[src/acir_pkg.sv]
// Package for the IR air-conditioner frame decoder: field widths, configuration
// register indexes, frame byte constants and decoded mode/fan codes.
// No dependencies.
package acir_pkg;

  // Field and register widths
  localparam int unsigned DUR_W    = 16;
  localparam int unsigned CNT_W    = 8;
  localparam int unsigned FRAME_W  = 64;
  localparam int unsigned TEMP_W   = 6;
  localparam int unsigned CFG_IDX_W = 2;
  localparam int unsigned CFG_DAT_W = 16;

  // Configuration register indexes
  typedef enum logic [CFG_IDX_W-1:0] {
    CFG_SPACE_THRESHOLD = 2'd0,
    CFG_MIN_ENTRIES     = 2'd1
  } cfg_idx_e;

  // Register reset values
  localparam logic [DUR_W-1:0] SPACE_THRESHOLD_RST = 16'd1250;
  localparam logic [CNT_W-1:0] MIN_ENTRIES_RST     = 8'd131;

  // Bit window inside a capture
  localparam logic [CNT_W-1:0] FIRST_BIT_POS = 8'd4;
  localparam logic [CNT_W-1:0] LAST_BIT_POS  = 8'd130;
  localparam logic [CNT_W-1:0] CNT_MAX       = 8'd255;

  // Frame byte constants
  localparam logic [7:0] HDR_BYTE0   = 8'hFF;
  localparam logic [7:0] HDR_BYTE1   = 8'h00;
  localparam logic [7:0] TAIL_BYTE6  = 8'h2A;
  localparam logic [7:0] TAIL_BYTE7  = 8'hD5;
  localparam logic [7:0] FAN_HIGH_B2 = 8'hFF;
  localparam logic [7:0] FAN_MED_B2  = 8'hBF;
  localparam logic [7:0] SUM_BASE    = 8'hFF;
  localparam logic [TEMP_W-1:0] TEMP_BASE = 6'd32;

  // Mode code found in the low three bits of byte4
  localparam logic [2:0] MODE_CODE_COOL = 3'h6;
  localparam logic [2:0] MODE_CODE_DRY  = 3'h5;
  localparam logic [2:0] MODE_CODE_FAN  = 3'h4;
  localparam logic [2:0] MODE_CODE_HEAT = 3'h3;

  // Decoded mode
  typedef enum logic [2:0] {
    MODE_AUTO = 3'd0,
    MODE_COOL = 3'd1,
    MODE_DRY  = 3'd2,
    MODE_FAN  = 3'd3,
    MODE_HEAT = 3'd4
  } mode_e;

  // Decoded fan speed
  typedef enum logic [1:0] {
    FAN_LOW  = 2'd0,
    FAN_MED  = 2'd1,
    FAN_HIGH = 2'd2
  } fan_e;

endpackage

[src/acir_if.sv]
// Valid/ready channel interfaces of the IR frame decoder: capture entries in,
// decoded frames out, and the configuration write channel. Depends on acir_pkg.

interface acir_in_if;
  logic                          valid;
  logic                          ready;
  logic [acir_pkg::DUR_W-1:0]    duration_ticks;
  logic                          last_of_capture;

  modport source (output valid, duration_ticks, last_of_capture, input ready);
  modport sink   (input valid, duration_ticks, last_of_capture, output ready);
endinterface

interface acir_out_if;
  logic                          valid;
  logic                          ready;
  logic                          frame_ok;
  logic                          length_ok;
  logic                          header_ok;
  logic                          tail_ok;
  logic                          checksum_ok;
  logic                          power_on;
  logic [2:0]                    mode;
  logic [acir_pkg::TEMP_W-1:0]   temperature;
  logic [1:0]                    fan_level;
  logic [acir_pkg::FRAME_W-1:0]  raw_frame;

  modport source (output valid, frame_ok, length_ok, header_ok, tail_ok, checksum_ok,
                  power_on, mode, temperature, fan_level, raw_frame, input ready);
  modport sink   (input valid, frame_ok, length_ok, header_ok, tail_ok, checksum_ok,
                  power_on, mode, temperature, fan_level, raw_frame, output ready);
endinterface

interface acir_cfg_if;
  logic                            valid;
  logic                            ready;
  logic [acir_pkg::CFG_IDX_W-1:0]  index;
  logic [acir_pkg::CFG_DAT_W-1:0]  data;

  modport source (output valid, index, data, input ready);
  modport sink   (input valid, index, data, output ready);
endinterface

[src/ac_ir_frame_decoder.sv]
// Pulse-distance IR frame decoder for an air-conditioner remote; uses acir_pkg and acir_if.sv.
// The result of a final entry is held in the entry register and then loaded into the result register.
// Throughput: one entry per cycle; the input stalls only while a final entry waits in
// the entry register behind a result that is still held.
// Reset (rst_ni low, asynchronous): registers return to 1250 / 131, the capture
// state is cleared and the next entry starts a new capture.
module ac_ir_frame_decoder (
  input  logic              clk_i,
  input  logic              rst_ni,
  acir_cfg_if.sink          cfg_i,
  acir_in_if.sink           in_i,
  acir_out_if.source        out_o
);

  // Configuration registers
  logic [acir_pkg::DUR_W-1:0] thr_q;
  logic [acir_pkg::CNT_W-1:0] min_q;

  assign cfg_i.ready = 1'b1;

  always_ff @(posedge clk_i or negedge rst_ni) begin
    if (!rst_ni) begin
      thr_q <= acir_pkg::SPACE_THRESHOLD_RST;
      min_q <= acir_pkg::MIN_ENTRIES_RST;
    end else if (cfg_i.valid) begin
      unique case (cfg_i.index)
        acir_pkg::CFG_SPACE_THRESHOLD: thr_q <= cfg_i.data;
        acir_pkg::CFG_MIN_ENTRIES:     min_q <= cfg_i.data[acir_pkg::CNT_W-1:0];
        default: ;
      endcase
    end
  end

  // Entry register
  logic                       s1_valid_q;
  logic                       s1_last_q;
  logic [acir_pkg::DUR_W-1:0] s1_dur_q;
  logic                       s1_go;
  logic                       in_fire;

  logic                       out_valid_q;

  // Advance the entry unless it is final and the result slot is blocked
  assign s1_go   = s1_valid_q && (!s1_last_q || !out_valid_q || out_o.ready);
  assign in_i.ready = !s1_valid_q || s1_go;
  assign in_fire = in_i.valid && in_i.ready;

  always_ff @(posedge clk_i or negedge rst_ni) begin
    if (!rst_ni) begin
      s1_valid_q <= 1'b0;
    end else if (in_i.ready) begin
      s1_valid_q <= in_i.valid;
    end
  end

  always_ff @(posedge clk_i) begin
    if (in_fire) begin
      s1_dur_q  <= in_i.duration_ticks;
      s1_last_q <= in_i.last_of_capture;
    end
  end

  // Capture state
  logic                         cap_start_q, cap_start_d;
  logic [acir_pkg::CNT_W-1:0]   cnt_q, cnt_d;
  logic [acir_pkg::FRAME_W-1:0] bits_q, bits_d;
  logic [acir_pkg::CNT_W-1:0]   pos;
  logic [acir_pkg::CNT_W-2:0]   bit_off;
  logic [5:0]                   bit_idx;
  logic [acir_pkg::FRAME_W-1:0] bits_base;
  logic                         in_window;

  // Clear on capture start, set the bit of an even position in the window when its duration exceeds the threshold
  always_comb begin
    pos       = cap_start_q ? '0 : cnt_q;
    bits_base = cap_start_q ? '0 : bits_q;
    bit_off   = pos[acir_pkg::CNT_W-1:1] - acir_pkg::FIRST_BIT_POS[acir_pkg::CNT_W-1:1];
    bit_idx   = bit_off[5:0];
    in_window = (pos >= acir_pkg::FIRST_BIT_POS) && (pos <= acir_pkg::LAST_BIT_POS)
                && !pos[0];
    bits_d    = bits_base;
    if (in_window && (s1_dur_q > thr_q)) begin
      bits_d[bit_idx] = 1'b1;
    end
    cnt_d       = (pos == acir_pkg::CNT_MAX) ? pos : pos + 1'b1;
    cap_start_d = s1_last_q;
  end

  always_ff @(posedge clk_i or negedge rst_ni) begin
    if (!rst_ni) begin
      cap_start_q <= 1'b1;
      cnt_q       <= '0;
      bits_q      <= '0;
    end else if (s1_go) begin
      cap_start_q <= cap_start_d;
      cnt_q       <= cnt_d;
      bits_q      <= bits_d;
    end
  end

  // Frame checks and field decode
  logic [7:0]                  b0, b1, b2, b4, b5, b6, b7;
  logic                        len_ok, hdr_ok, tl_ok, sum_ok, frm_ok;
  acir_pkg::mode_e             mode_dec;
  acir_pkg::fan_e              fan_dec;
  logic [acir_pkg::TEMP_W-1:0] temp_dec;

  always_comb begin
    b0 = bits_d[7:0];
    b1 = bits_d[15:8];
    b2 = bits_d[23:16];
    b4 = bits_d[39:32];
    b5 = bits_d[47:40];
    b6 = bits_d[55:48];
    b7 = bits_d[63:56];
    len_ok = cnt_d >= min_q;
    hdr_ok = (b0 == acir_pkg::HDR_BYTE0) && (b1 == acir_pkg::HDR_BYTE1);
    tl_ok  = (b6 == acir_pkg::TAIL_BYTE6) && (b7 == acir_pkg::TAIL_BYTE7);
    sum_ok = b5 == (acir_pkg::SUM_BASE - b4);
    frm_ok = len_ok && hdr_ok && tl_ok && sum_ok;
    unique case (b4[2:0])
      acir_pkg::MODE_CODE_COOL: mode_dec = acir_pkg::MODE_COOL;
      acir_pkg::MODE_CODE_DRY:  mode_dec = acir_pkg::MODE_DRY;
      acir_pkg::MODE_CODE_FAN:  mode_dec = acir_pkg::MODE_FAN;
      acir_pkg::MODE_CODE_HEAT: mode_dec = acir_pkg::MODE_HEAT;
      default:                  mode_dec = acir_pkg::MODE_AUTO;
    endcase
    if (b2 == acir_pkg::FAN_HIGH_B2) begin
      fan_dec = acir_pkg::FAN_HIGH;
    end else if (b2 == acir_pkg::FAN_MED_B2) begin
      fan_dec = acir_pkg::FAN_MED;
    end else begin
      fan_dec = acir_pkg::FAN_LOW;
    end
    temp_dec = acir_pkg::TEMP_BASE - {2'b00, b4[7:4]};
  end

  // Result register
  logic                         out_frame_ok_q, out_length_ok_q, out_header_ok_q;
  logic                         out_tail_ok_q, out_checksum_ok_q, out_power_on_q;
  logic [2:0]                   out_mode_q;
  logic [acir_pkg::TEMP_W-1:0]  out_temp_q;
  logic [1:0]                   out_fan_q;
  logic [acir_pkg::FRAME_W-1:0] out_raw_q;
  logic                         res_load;

  assign res_load = s1_go && s1_last_q;

  always_ff @(posedge clk_i or negedge rst_ni) begin
    if (!rst_ni) begin
      out_valid_q <= 1'b0;
    end else if (res_load) begin
      out_valid_q <= 1'b1;
    end else if (out_o.ready) begin
      out_valid_q <= 1'b0;
    end
  end

  // Zero the fields that a failed check hides
  always_ff @(posedge clk_i) begin
    if (res_load) begin
      out_frame_ok_q    <= frm_ok;
      out_length_ok_q   <= len_ok;
      out_header_ok_q   <= len_ok && hdr_ok;
      out_tail_ok_q     <= len_ok && tl_ok;
      out_checksum_ok_q <= len_ok && sum_ok;
      out_raw_q         <= len_ok ? bits_d : '0;
      out_power_on_q    <= frm_ok && !b4[3];
      out_mode_q        <= frm_ok ? mode_dec : acir_pkg::MODE_AUTO;
      out_temp_q        <= frm_ok ? temp_dec : '0;
      out_fan_q         <= frm_ok ? fan_dec : acir_pkg::FAN_LOW;
    end
  end

  assign out_o.valid       = out_valid_q;
  assign out_o.frame_ok    = out_frame_ok_q;
  assign out_o.length_ok   = out_length_ok_q;
  assign out_o.header_ok   = out_header_ok_q;
  assign out_o.tail_ok     = out_tail_ok_q;
  assign out_o.checksum_ok = out_checksum_ok_q;
  assign out_o.power_on    = out_power_on_q;
  assign out_o.mode        = out_mode_q;
  assign out_o.temperature = out_temp_q;
  assign out_o.fan_level   = out_fan_q;
  assign out_o.raw_frame   = out_raw_q;

  // Checks
  a_res_from_last: assert property (@(posedge clk_i) disable iff (!rst_ni)
    $rose(out_valid_q) |-> $past(s1_valid_q && s1_last_q))
    else $error("result appeared without a final entry");

  a_short_zero: assert property (@(posedge clk_i) disable iff (!rst_ni)
    (out_valid_q && !out_length_ok_q) |->
      (out_raw_q == '0) && !out_frame_ok_q && !out_header_ok_q && !out_power_on_q)
    else $error("short capture result carries nonzero fields");

  a_frame_and: assert property (@(posedge clk_i) disable iff (!rst_ni)
    out_valid_q |-> (out_frame_ok_q == (out_length_ok_q && out_header_ok_q
                                        && out_tail_ok_q && out_checksum_ok_q)))
    else $error("frame_ok disagrees with the individual checks");

  a_restart: assert property (@(posedge clk_i) disable iff (!rst_ni)
    res_load |=> cap_start_q)
    else $error("capture did not restart after a final entry");

  a_no_overwrite: assert property (@(posedge clk_i) disable iff (!rst_ni)
    (out_valid_q && !out_o.ready) |-> !res_load)
    else $error("pending result overwritten");

endmodule
[src/flat_wrapper.sv]
// flat-port wrapper written by rule: the top's interface ports become plain ports
module ac_ir_frame_decoder_flat 
  (clk_i, rst_ni, cfg_i_valid, cfg_i_index, cfg_i_data, cfg_i_ready, in_i_valid, in_i_duration_ticks, in_i_last_of_capture, in_i_ready, out_o_valid, out_o_frame_ok, out_o_length_ok, out_o_header_ok, out_o_tail_ok, out_o_checksum_ok, out_o_power_on, out_o_mode, out_o_temperature, out_o_fan_level, out_o_raw_frame, out_o_ready);
  acir_cfg_if cfg_i_i ();
  acir_in_if in_i_i ();
  acir_out_if out_o_i ();
  input  logic clk_i;
  input  logic rst_ni;
  input wire logic [$bits(cfg_i_i.valid)-1:0] cfg_i_valid;
  input wire logic [$bits(cfg_i_i.index)-1:0] cfg_i_index;
  input wire logic [$bits(cfg_i_i.data)-1:0] cfg_i_data;
  output wire logic [$bits(cfg_i_i.ready)-1:0] cfg_i_ready;
  input wire logic [$bits(in_i_i.valid)-1:0] in_i_valid;
  input wire logic [$bits(in_i_i.duration_ticks)-1:0] in_i_duration_ticks;
  input wire logic [$bits(in_i_i.last_of_capture)-1:0] in_i_last_of_capture;
  output wire logic [$bits(in_i_i.ready)-1:0] in_i_ready;
  output wire logic [$bits(out_o_i.valid)-1:0] out_o_valid;
  output wire logic [$bits(out_o_i.frame_ok)-1:0] out_o_frame_ok;
  output wire logic [$bits(out_o_i.length_ok)-1:0] out_o_length_ok;
  output wire logic [$bits(out_o_i.header_ok)-1:0] out_o_header_ok;
  output wire logic [$bits(out_o_i.tail_ok)-1:0] out_o_tail_ok;
  output wire logic [$bits(out_o_i.checksum_ok)-1:0] out_o_checksum_ok;
  output wire logic [$bits(out_o_i.power_on)-1:0] out_o_power_on;
  output wire logic [$bits(out_o_i.mode)-1:0] out_o_mode;
  output wire logic [$bits(out_o_i.temperature)-1:0] out_o_temperature;
  output wire logic [$bits(out_o_i.fan_level)-1:0] out_o_fan_level;
  output wire logic [$bits(out_o_i.raw_frame)-1:0] out_o_raw_frame;
  input wire logic [$bits(out_o_i.ready)-1:0] out_o_ready;
  assign cfg_i_i.valid = cfg_i_valid;
  assign cfg_i_i.index = cfg_i_index;
  assign cfg_i_i.data = cfg_i_data;
  assign cfg_i_ready = cfg_i_i.ready;
  assign in_i_i.valid = in_i_valid;
  assign in_i_i.duration_ticks = in_i_duration_ticks;
  assign in_i_i.last_of_capture = in_i_last_of_capture;
  assign in_i_ready = in_i_i.ready;
  assign out_o_valid = out_o_i.valid;
  assign out_o_frame_ok = out_o_i.frame_ok;
  assign out_o_length_ok = out_o_i.length_ok;
  assign out_o_header_ok = out_o_i.header_ok;
  assign out_o_tail_ok = out_o_i.tail_ok;
  assign out_o_checksum_ok = out_o_i.checksum_ok;
  assign out_o_power_on = out_o_i.power_on;
  assign out_o_mode = out_o_i.mode;
  assign out_o_temperature = out_o_i.temperature;
  assign out_o_fan_level = out_o_i.fan_level;
  assign out_o_raw_frame = out_o_i.raw_frame;
  assign out_o_i.ready = out_o_ready;
  ac_ir_frame_decoder u_core (.clk_i(clk_i), .rst_ni(rst_ni), .cfg_i(cfg_i_i), .in_i(in_i_i), .out_o(out_o_i));
endmodule
[config.mk]
export PLATFORM = sky130hd
export DESIGN_NAME = ac_ir_frame_decoder_flat
export DESIGN_NICKNAME = d
export VERILOG_FILES = /design/src/acir_pkg.sv /design/src/acir_if.sv /design/src/ac_ir_frame_decoder.sv /design/src/flat_wrapper.sv
export SDC_FILE = /design/constraint.sdc
export NUM_CORES = 1
export LEC_CHECK = 0
export BUFFER_PORTS_ARGS = -buffer_cell sky130_fd_sc_hd__buf_4
export CAP_MARGIN = 20
export CORE_ASPECT_RATIO = 1.2
export CORE_UTILIZATION = 30
export DETAILED_ROUTE_END_ITERATION = 6
export GPL_TIMING_DRIVEN = 0
export PLACE_DENSITY = 0.51
export SYNTH_ARGS = -nofsm -noshare
export SYNTH_HDL_FRONTEND = slang
export SYNTH_SLANG_ARGS = --single-unit
[constraint.sdc]
create_clock -name clk_i -period 6.3 [get_ports clk_i]
set_input_delay 0.63 -clock clk_i [delete_from_list [all_inputs] [get_ports clk_i]]
set_output_delay 0.63 -clock clk_i [all_outputs]
set_load 0.1 [all_outputs]
; Yosys cells after proc, flatten, opt, wreduce, memory -nomap -nowiden
; Index checks and enable logic that the tools add are counted.
; Widths: inputs -> output; s select.
[totals]
register_bits = 197
inputBits = 40
word_cells = 84
[op_classes]
add_sub_neg = 4
n_lt_le_gt_ge = 6
eq_ne = 12
muxes = 11
bitwise = 2
reduce_logical = 29
[ops]
columns = operator, n
row1 = $mux 64, 2
row2 = $or 64x64->64, 1
row3 = $eq 8x8->1 const B, 5
row4 = $gt 16x16->1, 1
row5 = $mux 8, 2
row6 = $logic_and 1x1->1, 15
row7 = $pmux 3 s4, 1
row8 = $eq 3x3->1 const B, 3
row9 = $add 8x1->8 const B, 1
row10 = $eq 8x6->1 const B, 1
row11 = $eq 8x8->1, 1
row12 = $ge 8x3->1 const B, 1
row13 = $ge 8x8->1, 1
row14 = $le 8x8->1 const B, 1
row15 = $logic_not 8->1, 1
row16 = $sub 8x8->8 const A, 1
row17 = $lt 6x7->1 const B, 1
row18 = $demux 1 s6, 1
row19 = $ge 6x1->1 const B, 1
row20 = $sub 6x2->6 const B, 1
row21 = $sub 6x4->6 const A, 1
row22 = $logic_not 1->1, 5
row23 = $mux 1, 4
row24 = $reduce_and 2->1, 2
row25 = other kinds (8), 10

; Logic depth before layout (Yosys ltp)
[depth]
word_depth = 15
mapped_depth = 21
mapped_depth_nobuf = 16

; Worst setup path before layout
; OpenSTA, ideal clock, no wires.
[synth_timing]
path_kind = register to register
startpoint = register u_core.cap_start_q
endpoint = register u_core.out_temp_q (netlist bit u_core.out_o.temperature[4]) (data pin)
setup_time_ns = 0.282
t_arrival_ns = 4.445
path_slack_ns = 1.573
stages_incl_launch_ff = 21
path_buffers = 6
synth_period_minus_slack_ns = 4.727
path_cell_list = dfstp_2 > clkbuf_1 > clkbuf_1 > clkbuf_1 > buf_1 > nor2_1 > ha_1 > and4_1 > nand4_1 > nor3b_1 > a21oi_1 > ha_1 > a2111oi_0 > nor2b_1 > a221o_1 > clkbuf_1 > nor3_1 > o311a_1 > nand4_2 > buf_2 > a31oi_1
[synth_lines]
columns = element, line
row1 = "start, declared", ac_ir_frame_decoder.sv:64  ; logic cap_start_q, cap_start_d;
row2 = "start signal, assigned", ac_ir_frame_decoder.sv:95  ; cap_start_q <= cap_start_d;
row3 = $mux 8 (*), ac_ir_frame_decoder.sv:75  ; pos = cap_start_q ? '0 : cnt_q;
row4 = $add 8x1->8 or $eq 8x8->1 (tied branches), ac_ir_frame_decoder.sv:85  ; cnt_d = (pos == acir_pkg::CNT_MAX) ? pos : pos + 1'b1;
row5 = $mux 8 (*), ac_ir_frame_decoder.sv:85
row6 = net u_core.cnt_d (one bit), ac_ir_frame_decoder.sv:65  ; logic [acir_pkg::CNT_W-1:0] cnt_q, cnt_d;
row7 = $ge 8x8->1 (*), ac_ir_frame_decoder.sv:116  ; len_ok = cnt_d >= min_q;
row8 = $logic_and 1x1->1 (*) (3 in a row), ac_ir_frame_decoder.sv:120  ; frm_ok = len_ok && hdr_ok && tl_ok && sum_ok;
row9 = "end signal, assigned", ac_ir_frame_decoder.sv:170  ; out_temp_q <= frm_ok ? temp_dec : '0;
row10 = "end, declared", ac_ir_frame_decoder.sv:142  ; logic [acir_pkg::TEMP_W-1:0] out_temp_q;
; Mark *: on every way through the listed nets, which the timed path passes. The rest lies on a longest branch.
; A chain may end at the register's enable or synchronous reset.

; Worst setup path in the final report
; Same ends and word-level chain as after synthesis.

==> results.py <==
metrics = {
    "outcome": {
        "status": "complete, no violations",
    },
    "synth": {
        "synth_top_family_by_area": "compound AO/OA/AOI/OAI gates",
        "ys_ff_latch": 197,
        "async_flop_share": 0.5025,
        "synth_area_leader_cell": "edfxtp_1",
        "yosys_warnings": 0,
        "synth-xor-area-share": 0.006527,
        "synth_most_common_cell": "nand2_1",
        "yosys.area_share.adder": 0.03597,
        "yosys-top-cells-count": "nand2_1 (131), edfxtp_1 (98), dfrtp_1 (90)",
        "synth_cells": 882,
        "synth_flop_cell": "edfxtp_1",
        "synth_top_cell_area_share": 0.3133,
        "synth-compound-area-share": 0.1697,
        "synth_edf_count": 98,
        "synth_mux_area_frac": 0.01305,
        "synth_nets": 949,
        "ys_types": 71,
        "synthTopCellsByArea": "edfxtp_1 (31%), dfrtp_1 (24%), nand2_1 (5.2%)",
        "avgSynthCellArea_sq_um": 10.65,
        "netlist_area_sq_um": 9393,
        "ys_seq_area_frac": 0.5783,
        "synth-simple-area-share": 0.1547,
    },
    "grt": {
        "grt_pass1_vias": 7240,
        "grt_pass1_wl_um": 42410,
        "grt_antenna_before_repair": 0,
        "gr-total-overflow": 0,
        "grtUsageTotal": 0.1780,
        "grt_start_max_net_pins": 76,
    },
    "clock_network": {
        "root_buffer": "clkbuf_16",
        "htreeDepth": 4,
        "clkTransAtPathRegs_ps": 80,
        "cts_buffers": 17,
        "cts_tree": "done",
        "clkLatencyLatePin_ps": 460,
        "cts.path.max_buffers": 2,
        "holdBufCountCts": 0,
        "clkSinkCount": 197,
    },
    "critical_path": {
        "path_cells": "clkbuf_1 > clkbuf_4 > buf_2 > nor2_1 > ha_1 > and4_1 > nand4_1 > nor3b_1 > a21oi_1 > ha_1 > a2111oi_0 > nor2b_1 > a221o_1 > clkbuf_1 > nor3_1 > o311a_1 > nand4_2 > buf_2 > a31oi_1",
        "critPathTopFamily": "buffers and inverters",
        "reg2regPathDepth": 19,
        "slowest_stage": "dfstp_2",
        "critPathMaxStageDelay_ps": 570,
        "rrSetupSlack_ps": 430,
        "crit_type": "flop to flop",
        "end_kind": "flop",
        "crit_end": "u_core.out_o.temperature[4]",
        "cp_max_fo": 19,
        "cp-start-kind": "flop",
        "worst-path-stages": 19,
        "reg2reg_to": "u_core.out_o.temperature[4]",
        "crit_arrival_ps": 6040,
        "crit_start": "u_core.cap_start_q",
        "r2r_start": "u_core.cap_start_q",
        "cp.required_ps": 6470,
        "crit_buf_inv": 5,
    },
    "power_and_ir_drop": {
        "ir_worst_vdd_mv": 0.1448,
        "p_leak_nw": 4.455,
        "p_per_area_nw_per_um2": 280.2,
    },
    "drt": {
        "wl_um": 27520,
        "num_vias": 7400,
        "drc_errors": 0,
        "drt-vias-per-instance": 5.164,
        "routedWlPerCell_um": 19.21,
        "postRouteAntennaNets": 0,
        "drt_iter0_markers": 500,
        "dr.pass1.iters": 5,
    },
    "timing": {
        "hold_viol_final": 0,
        "fmax_ghz": 0.1704,
        "tightest_slew_ps": 1173,
        "finalCritPeriodShare": 0.9316,
        "skew_ps": 14.89,
        "rsz0062_at_grt": "no",
        "min_period_ps": 5869,
        "setup_viol": 0,
        "slew_violations": 0,
        "relSlewSlack": 0.2120,
        "finalSetupTns_ps": 0,
    },
    "cells_and_area": {
        "nNetsFinal": 1091,
        "area_delta_synth_final_pct": 21.93,
        "seqCellArea_sq_um": 5431,
        "multi_input_area_sq_um": 3587,
        "drive_gt1_frac": 0.1919,
        "design_area_sq_um": 11450,
        "nFillCells": 3105,
        "diodes": 0,
        "final_cells": 1433,
        "post-route-util": 0.3736,
    },
    "place": {
        "gp_congestion": 0.9160,
        "placedCellCount": 1402,
        "post-dp-hpwl_um": 19810,
        "io_buffers": 122,
        "dpl_cell_area_sq_um": 10880,
    },
    "die": {
        "die_w_um": 163.5,
        "core_sq_um": 30650,
        "initial_core_util": 0.3064,
        "die_area_sq_um": 32020,
        "die_h_um": 195.8,
        "rows": 70,
        "io_pins": 124,
    },
    "worst_hold_path": {
        "hold_class": "primary input to asynchronous set/reset pin",
    },
    "job": {
        "maxCapViolCount": 0,
    },
}
[worst reg2reg max path, cell delays in order, from the launching register on]
cell	delay, ps
dfstp_2	570
clkbuf_1	400
clkbuf_4	430
buf_2	380
nor2_1	140
ha_1	240
and4_1	220
nand4_1	310
nor3b_1	230
a21oi_1	80
ha_1	290
a2111oi_0	500
nor2b_1	200
a221o_1	140
clkbuf_1	490
nor3_1	230
o311a_1	260
nand4_2	160
buf_2	250
a31oi_1	60
[how the worst min path moves through the flow]
stage          slack, ps  cells past startpoint                end
3_3_place_gp         470                      2  u_core.bits_q[22]
3_5_place_dp         480                      2  u_core.bits_q[63]
6_report             190                      1   u_core.thr_q[11]
4_1_cts              210                      1   u_core.thr_q[11]
2_1_floorplan        330                      0   u_core.bits_q[0]
5_1_grt              230                      1   u_core.thr_q[11]
[cell families after synthesis]
| family | after synthesis |
|---|---|
| multiplexers | 11 |
| adder cells (fa/ha/maj) | 27 |
| buffers and inverters | 97 |
| AND/OR/NAND/NOR | 308 |
| other | 1 |
| XOR/XNOR | 7 |
| AO/OA/AOI/OAI | 234 |
| flip-flops | 197 |
[sequential cells by signal, indices dropped and copies added (netlist names)]
name,cells
u_core.out_o.mode,3
u_core.out_o.length_ok,1
u_core.out_o.frame_ok,1
u_core.out_o.tail_ok,1
u_core.bits_q,64
u_core.s1_valid_q,1
u_core.out_o.raw_frame,64
u_core.out_o.fan_level,2
u_core.s1_dur_q,16
u_core.out_o.checksum_ok,1
u_core.out_o.header_ok,1
u_core.cap_start_q,1
u_core.min_q,8
u_core.thr_q,16
u_core.cnt_q,8
u_core.out_o.valid,1
u_core.cap_start_d,1
u_core.out_o.power_on,1
u_core.out_o.temperature,6
[power breakdown]
group | switching [W] | internal (W) | leakage [nW]
sequential | 0.0000339 | 0.00142 | 2.30
combinational | 0.000498 | 0.000167 | 1.88
clock | 0.000550 | 0.000538 | 0.281
total | 0.00108 | 0.00213 | 4.45
[metal layers]
layer | vias to the layer above | global-route usage | share of wire
met5 | - | 0 | 0
met4 | 0 | 0.07922 | 0.033
met3 | 53 | 0.02791 | 0.058
met2 | 301 | 0.2944 | 0.49
met1 | 3556 | 0.2280 | 0.42
li1 | 3490 | - | -
[through the flow]
| step | total power, W | worst slack, ps | hold WS, ps |
|---|---|---|---|
| after floorplan | 0.001918 | 1573 | 334.4 |
| after global placement | 0.002140 | -472.1 | 467.6 |
| after detailed placement | 0.002150 | -442.0 | 475.5 |
| after CTS | 0.003236 | 394.2 | 205.8 |
| after global routing | 0.003346 | 62.24 | 231.5 |
| final | 0.003209 | 430.8 | 190.8 |
[area by class of cell]
type	count	area share
flip-flops and latches	197	0.4743
multi-input cells	588	0.3132
repair buffers	124	0.08478
well taps	396	0.04326
clock buffers	19	0.03868
plain buffers	58	0.02163
inverters	38	0.01267
clock inverters	13	0.01147
[cells in the final DEF, fill, tap and decap left out, types with 12 or more instances in the layout]
cell type	count
nand2_1	131
buf_4	123
edfxtp_1	98
dfrtp_1	90
nor2_1	74
o21ai_0	60
a21oi_1	47
clkbuf_1	45
inv_1	37
a22o_1	34
a22oi_1	30
ha_1	27
nor3_1	18
clkbuf_16	17
nor2b_1	15
nand3_1	12
[what timing repair did]
item	4_1_cts	5_1_grt
gates resized for setup	2	2
setup buffers	0	0
endpoints found under the setup margin	79	10
Note: power is estimated with default switching activity, not from simulation.
